===== src/sv/bitmask_sprite_collision_assert.svh =====
// ---------------------------------------------------------------------------
// Assertion macros for the sprite collision block
// Concurrent checks share the clock, the reset and the error report.
// ---------------------------------------------------------------------------
`ifndef BITMASK_SPRITE_COLLISION_ASSERT_SVH
`define BITMASK_SPRITE_COLLISION_ASSERT_SVH

// same-cycle implication, checked outside reset
`define BSC_ASSERT_NOW(lbl, ante, cons) \
  lbl: assert property (@(posedge clk) disable iff (rst) (ante) |-> (cons)) \
    else $error("bsc check failed");

// next-cycle implication, checked outside reset
`define BSC_ASSERT_NEXT(lbl, ante, cons) \
  lbl: assert property (@(posedge clk) disable iff (rst) (ante) |=> (cons)) \
    else $error("bsc check failed");

`endif


===== src/sv/bsc_pkg.sv =====
// ---------------------------------------------------------------------------
// bsc_pkg
// Shared constants, codes and controller/datapath interface types.
// ---------------------------------------------------------------------------
package bsc_pkg;

  localparam int MaxWordsPerRow = 4;
  localparam int MaxRows        = 256;
  localparam int FrameWords     = MaxRows * MaxWordsPerRow;
  localparam int StoreDepth     = 2 * FrameWords;
  localparam int MaxWidth       = 64 * MaxWordsPerRow;

  localparam logic [1:0] KIND_LOAD_A = 2'd0;
  localparam logic [1:0] KIND_LOAD_B = 2'd1;
  localparam logic [1:0] KIND_QUERY  = 2'd2;

  localparam logic [1:0] REG_WIDTH_A  = 2'd0;
  localparam logic [1:0] REG_HEIGHT_A = 2'd1;
  localparam logic [1:0] REG_WIDTH_B  = 2'd2;
  localparam logic [1:0] REG_HEIGHT_B = 2'd3;

  typedef enum logic [2:0] {
    ST_IDLE,
    ST_SETUP1,
    ST_SETUP2,
    ST_ISSUE,
    ST_EVAL,
    ST_DONE
  } state_t;

  typedef struct packed {
    logic accept;    // request taken this cycle
    logic start;     // capture a query
    logic setup1;    // rectangle bounds
    logic setup2;    // loop limits
    logic issue;     // memory reads and mask
    logic advance;   // next word or row
    logic res_zero;  // no overlap
    logic res_eval;  // take this word's test
    logic out_load;  // present result
  } cmd_t;

  typedef struct packed {
    logic empty;
    logic step_hit;
    logic last_step;
    logic out_free;
  } status_t;

endpackage


===== src/sv/bsc_ctrl.sv =====
// ---------------------------------------------------------------------------
// bsc_ctrl
// Sequencer for query setup, the row and word walk, and result hand-off.
// ---------------------------------------------------------------------------
module bsc_ctrl import bsc_pkg::*; (
  input  logic       clk,
  input  logic       rst,
  input  logic       in_valid,
  input  logic [1:0] kind,
  output logic       in_stall,
  input  status_t    status,
  output cmd_t       cmd
);

  state_t state, state_next;

  // hold state
  always_ff @(posedge clk) begin
    if (rst) state <= ST_IDLE;
    else     state <= state_next;
  end

  // next state and commands
  always_comb begin
    state_next = state;
    cmd        = '0;
    in_stall   = (state != ST_IDLE);
    case (state)
      ST_IDLE: begin
        cmd.accept = in_valid;
        if (in_valid && kind == KIND_QUERY) begin
          cmd.start  = 1'b1;
          state_next = ST_SETUP1;
        end
      end
      ST_SETUP1: begin
        cmd.setup1 = 1'b1;
        state_next = ST_SETUP2;
      end
      ST_SETUP2: begin
        cmd.setup2 = 1'b1;
        if (status.empty) begin
          cmd.res_zero = 1'b1;
          state_next   = ST_DONE;
        end else begin
          state_next = ST_ISSUE;
        end
      end
      ST_ISSUE: begin
        cmd.issue  = 1'b1;
        state_next = ST_EVAL;
      end
      ST_EVAL: begin
        cmd.res_eval = 1'b1;
        if (status.step_hit || status.last_step) begin
          state_next = ST_DONE;
        end else begin
          cmd.advance = 1'b1;
          state_next  = ST_ISSUE;
        end
      end
      ST_DONE: begin
        if (status.out_free) begin
          cmd.out_load = 1'b1;
          state_next   = ST_IDLE;
        end
      end
      default: state_next = ST_IDLE;
    endcase
  end

endmodule


===== config.mk =====
export PLATFORM = sky130hd
export DESIGN_NAME = bsc_ctrl
export DESIGN_NICKNAME = d
export VERILOG_FILES = /design/src/sv/bitmask_sprite_collision_assert.svh /design/src/sv/bsc_pkg.sv /design/src/sv/bsc_ctrl.sv
export SDC_FILE = /design/constraint.sdc
export NUM_CORES = 1
export LEC_CHECK = 0
export BUFFER_PORTS_ARGS = -buffer_cell sky130_fd_sc_hd__buf_2
export CORE_AREA = 5 5 42 44
export CTS_CLUSTER_SIZE = 24
export DETAILED_ROUTE_END_ITERATION = 10
export DIE_AREA = 0 0 47 49
export HOLD_SLACK_MARGIN = 0.02
export SLEW_MARGIN = 10
export SYNTH_ARGS = -nofsm -noshare
export SYNTH_HDL_FRONTEND = slang
export SYNTH_SLANG_ARGS = --single-unit
export TNS_END_PERCENT = 1

===== constraint.sdc =====
create_clock -name clk -period 1.2 [get_ports clk]
set_clock_uncertainty 0.15 [all_clocks]
set_input_delay 0.06 -clock clk [delete_from_list [all_inputs] [get_ports clk]]
set_output_delay 0.06 -clock clk [all_outputs]
set_load 0.1 [all_outputs]

==> results.sh <==
export IMPL_cp_arrival_ns=1.30
export IMPL_h_tree_lvls=1
export IMPL_power_switching_share=0.418
export IMPL_antenna_cells=0
export IMPL_postRouteWirelength_um=767
export IMPL_die_width_um=47
export IMPL_drt_vias_per_instance=4.28
export IMPL_final_min_period_over_clock_period=1.26
export IMPL_drc_errors=0
export IMPL_buffer_levels_on_the_longest_clock_path=2
export IMPL_port_buffers=18
export IMPL_critical_path_source_type="register"
export IMPL_layout_cells_excl_fill=74
export IMPL_dp_final_hpwl_um=659
export IMPL_hold_path_class="in -> reg"
export IMPL_drtPass1Iterations=2
export IMPL_power_per_cell_area_mw_per_mm2=991
export IMPL_crit_path_max_fanout=6
export IMPL_synth_seq_cells=3
export IMPL_die_h_um=49
export IMPL_setup_tns_final_ns=-2.31
export IMPL_combinationalPowerShare=0.532
export IMPL_grt_start_max_net_pins=7
export IMPL_power_share_sequential=0.187
export IMPL_reported_leakage_power_uw=0.000253
export IMPL_globalRouteOverflowTotal=0
export IMPL_postRouteAntennaNets=0
export IMPL_pnr_worst_setup_slack_ns=-0.308
export IMPL_met2RoutedLength_um=433
export IMPL_routed_wl_met3_um=50
export IMPL_cts_clk_slew_worst_paths_ns=0.04
export IMPL_result_of_the_run="finished with violations"
export IMPL_flow_area_growth_from_synthesis_pct=168
export IMPL_synth_sequential_area_ratio=0.255
export IMPL_via_count=317
export IMPL_failed_checks="setup timing"
export IMPL_post_route_cell_area_um2=629
export IMPL_die_area_mm2=0.00230
export IMPL_start_util=0.168
export IMPL_clock_fmax_mhz=663
export IMPL_p_sw_uw=261
export IMPL_cts_sinks=3
export IMPL_grt_pass1_wl_mm=1.35
export IMPL_p_int_uw=363
export IMPL_register_with_the_highest_flop_count="state"
export IMPL_largest_register_ff_count=3
export IMPL_grt_antenna_before_repair=0
export IMPL_share_clk_of_total_power=0.280
export IMPL_largestRegisters="state (3)"
export IMPL_placement_rows=14
export IMPL_clk_latency_ns=0.23
export IMPL_floorplan_io_pins=19
export IMPL_initialDrtViolationCount=1
export IMPL_maxSlewHeadroom=0.837
export IMPL_synth_lib_cells_used_distinct=19
export IMPL_post_route_min_period_ns=1.51
export IMPL_timing_critical_path_to_type="output pin"
export IMPL_placed_cells=68
export IMPL_cts_made_buffers=3
export IMPL_post_cts_setup_buffers=0
export IMPL_fp_coreArea_mm2=0.00140
export IMPL_ctsRootBufferMaster="sky130_fd_sc_hd__clkbuf_4"
export IMPL_highest_layer="met3"
export IMPL_gpl_final_weighted_congestion=0.822
export IMPL_power_ir_vdd_worst_v=0.000531
export IMPL_setup_violations=12
export IMPL_netlist_area_um2=235
export IMPL_wl_per_cell_um=10.4
export IMPL_mappedNetlistNets=40
export IMPL_layout_core_utilization=0.449
export IMPL_cts_tree="built"
export IMPL_setup_repair_after_global_routing_missed_its_margin="yes"
export IMPL_worst_hold_slack_ns=0.0281
export IMPL_drive_above_1_share=0.707
export IMPL_global_router_s_overall_resource_usage=0.0781
export IMPL_placedInstanceArea_um2=573
export IMPL_yosys_warnings=0
export IMPL_maxCapViolations=0
export IMPL_setup_worst_path_class="reg -> out"
export IMPL_finalNetCount=68
export IMPL_slew_violations=0
export IMPL_tightest_slew_ns=0.244
export IMPL_wl_met1_um=283
export IMPL_post_synth_cell_area_avg_um2=7.59
export IMPL_critical_path_required_ns=0.99
export IMPL_via_count_of_the_first_global_routing_pass=333
export IMPL_finalHoldViolCount=0
export IMPL_synth_cells=31
==> layer usage <==
metal,GRT usage,vias up
met5,0,-
met4,0.0276,0
met3,0.0406,0
met2,0.131,7
met1,0.0788,149
li1,-,161
==> cell type report <==
type,instances,area [um^2]
repair buffers,25,298
inverters,3,11.3
well taps,16,20.0
multi-input cells,23,210
fillers,139,772
clock buffers,4,26.3
flip-flops and latches,3,63.8
==> cells by family (layout without fill, tap and decap cells) <==
family          Yosys count  in the layout  share of synthesized area
flops                     3              3                      0.255
simple gates             18             18                      0.479
compound gates            5              5                      0.149
buf+inv                   5             32                      0.117
==> power groups by stage <==
stage               logic, uW  clock network [uW]  registers [uW]
finish                    332                 175             117
global route              345                 195             118
CTS                       336                 180             117
detailed placement        327                   0             117
global placement          324                   0             117
floorplan                 215                   0             113
==> cells in the mapped netlist <==
library cell | n | area share
sky130_fd_sc_hd__nand2_1 | 1 | 0.016
sky130_fd_sc_hd__or3_4 | 1 | 0.048
sky130_fd_sc_hd__buf_6 | 1 | 0.048
sky130_fd_sc_hd__dfxtp_1 | 3 | 0.26
sky130_fd_sc_hd__o21a_1 | 1 | 0.032
sky130_fd_sc_hd__o31a_1 | 1 | 0.037
sky130_fd_sc_hd__inv_1 | 3 | 0.048
sky130_fd_sc_hd__nand2b_1 | 1 | 0.027
sky130_fd_sc_hd__a221oi_1 | 1 | 0.037
sky130_fd_sc_hd__a21oi_1 | 2 | 0.043
sky130_fd_sc_hd__nor3b_1 | 3 | 0.096
sky130_fd_sc_hd__nor2_4 | 1 | 0.048
sky130_fd_sc_hd__buf_2 | 1 | 0.021
sky130_fd_sc_hd__nand4_1 | 1 | 0.027
sky130_fd_sc_hd__nor2_1 | 5 | 0.080
sky130_fd_sc_hd__and2_1 | 1 | 0.027
sky130_fd_sc_hd__nand3b_1 | 1 | 0.032
sky130_fd_sc_hd__or3_1 | 2 | 0.053
sky130_fd_sc_hd__nor2b_1 | 1 | 0.027
==> repair_timing <==
action                                  CTS  global route
pin swaps                                 4             1
endpoints found under the setup margin   12            13
gates resized for setup                   4             0
hold buffers                              2             0
endpoints found under the hold margin     3             0
==> worst max-delay path, cell delays in order (launching register included) <==
cell,delay (ns)
sky130_fd_sc_hd__dfxtp_2,0.35
sky130_fd_sc_hd__or3_4,0.42
sky130_fd_sc_hd__nor2_4,0.12
sky130_fd_sc_hd__buf_12,0.18
==> cell usage in the layout, fill, tap and decap left out, drive strengths merged, types with 2 or more instances in the layout <==
cell / netlist / routed
clkbuf: 0 / 4
dfxtp: 3 / 3
inv: 3 / 3
or3: 3 / 3
buf: 2 / 23
dlygate4sd3: 0 / 2
nor3b: 3 / 3
a21oi: 2 / 2
nor2: 6 / 6
==> worst paths after layout <==
path / startpoint / endpoint / slack (ns) / cells after the start
max: state[1]$_SDFFE_PP0P_ / cmd[8] / -0.31 / 3
min: status[0] / state[2]$_SDFFE_PP0P_ / 0.03 / 4
max reg2reg: state[1]$_SDFFE_PP0P_ / state[1]$_SDFFE_PP0P_ / -0.03 / 3
min reg2reg: state[1]$_SDFFE_PP0P_ / state[0]$_SDFFE_PP0P_ / 0.48 / 2
==> stage by stage <==
stage	worst slack, ns	total power, uW
after CTS	-0.334	632
final	-0.308	624
after global routing	-0.353	658
after floorplan	-0.805	328
after global placement	-0.0787	441
after detailed placement	-0.108	444
(Power assumes the default switching activity.)
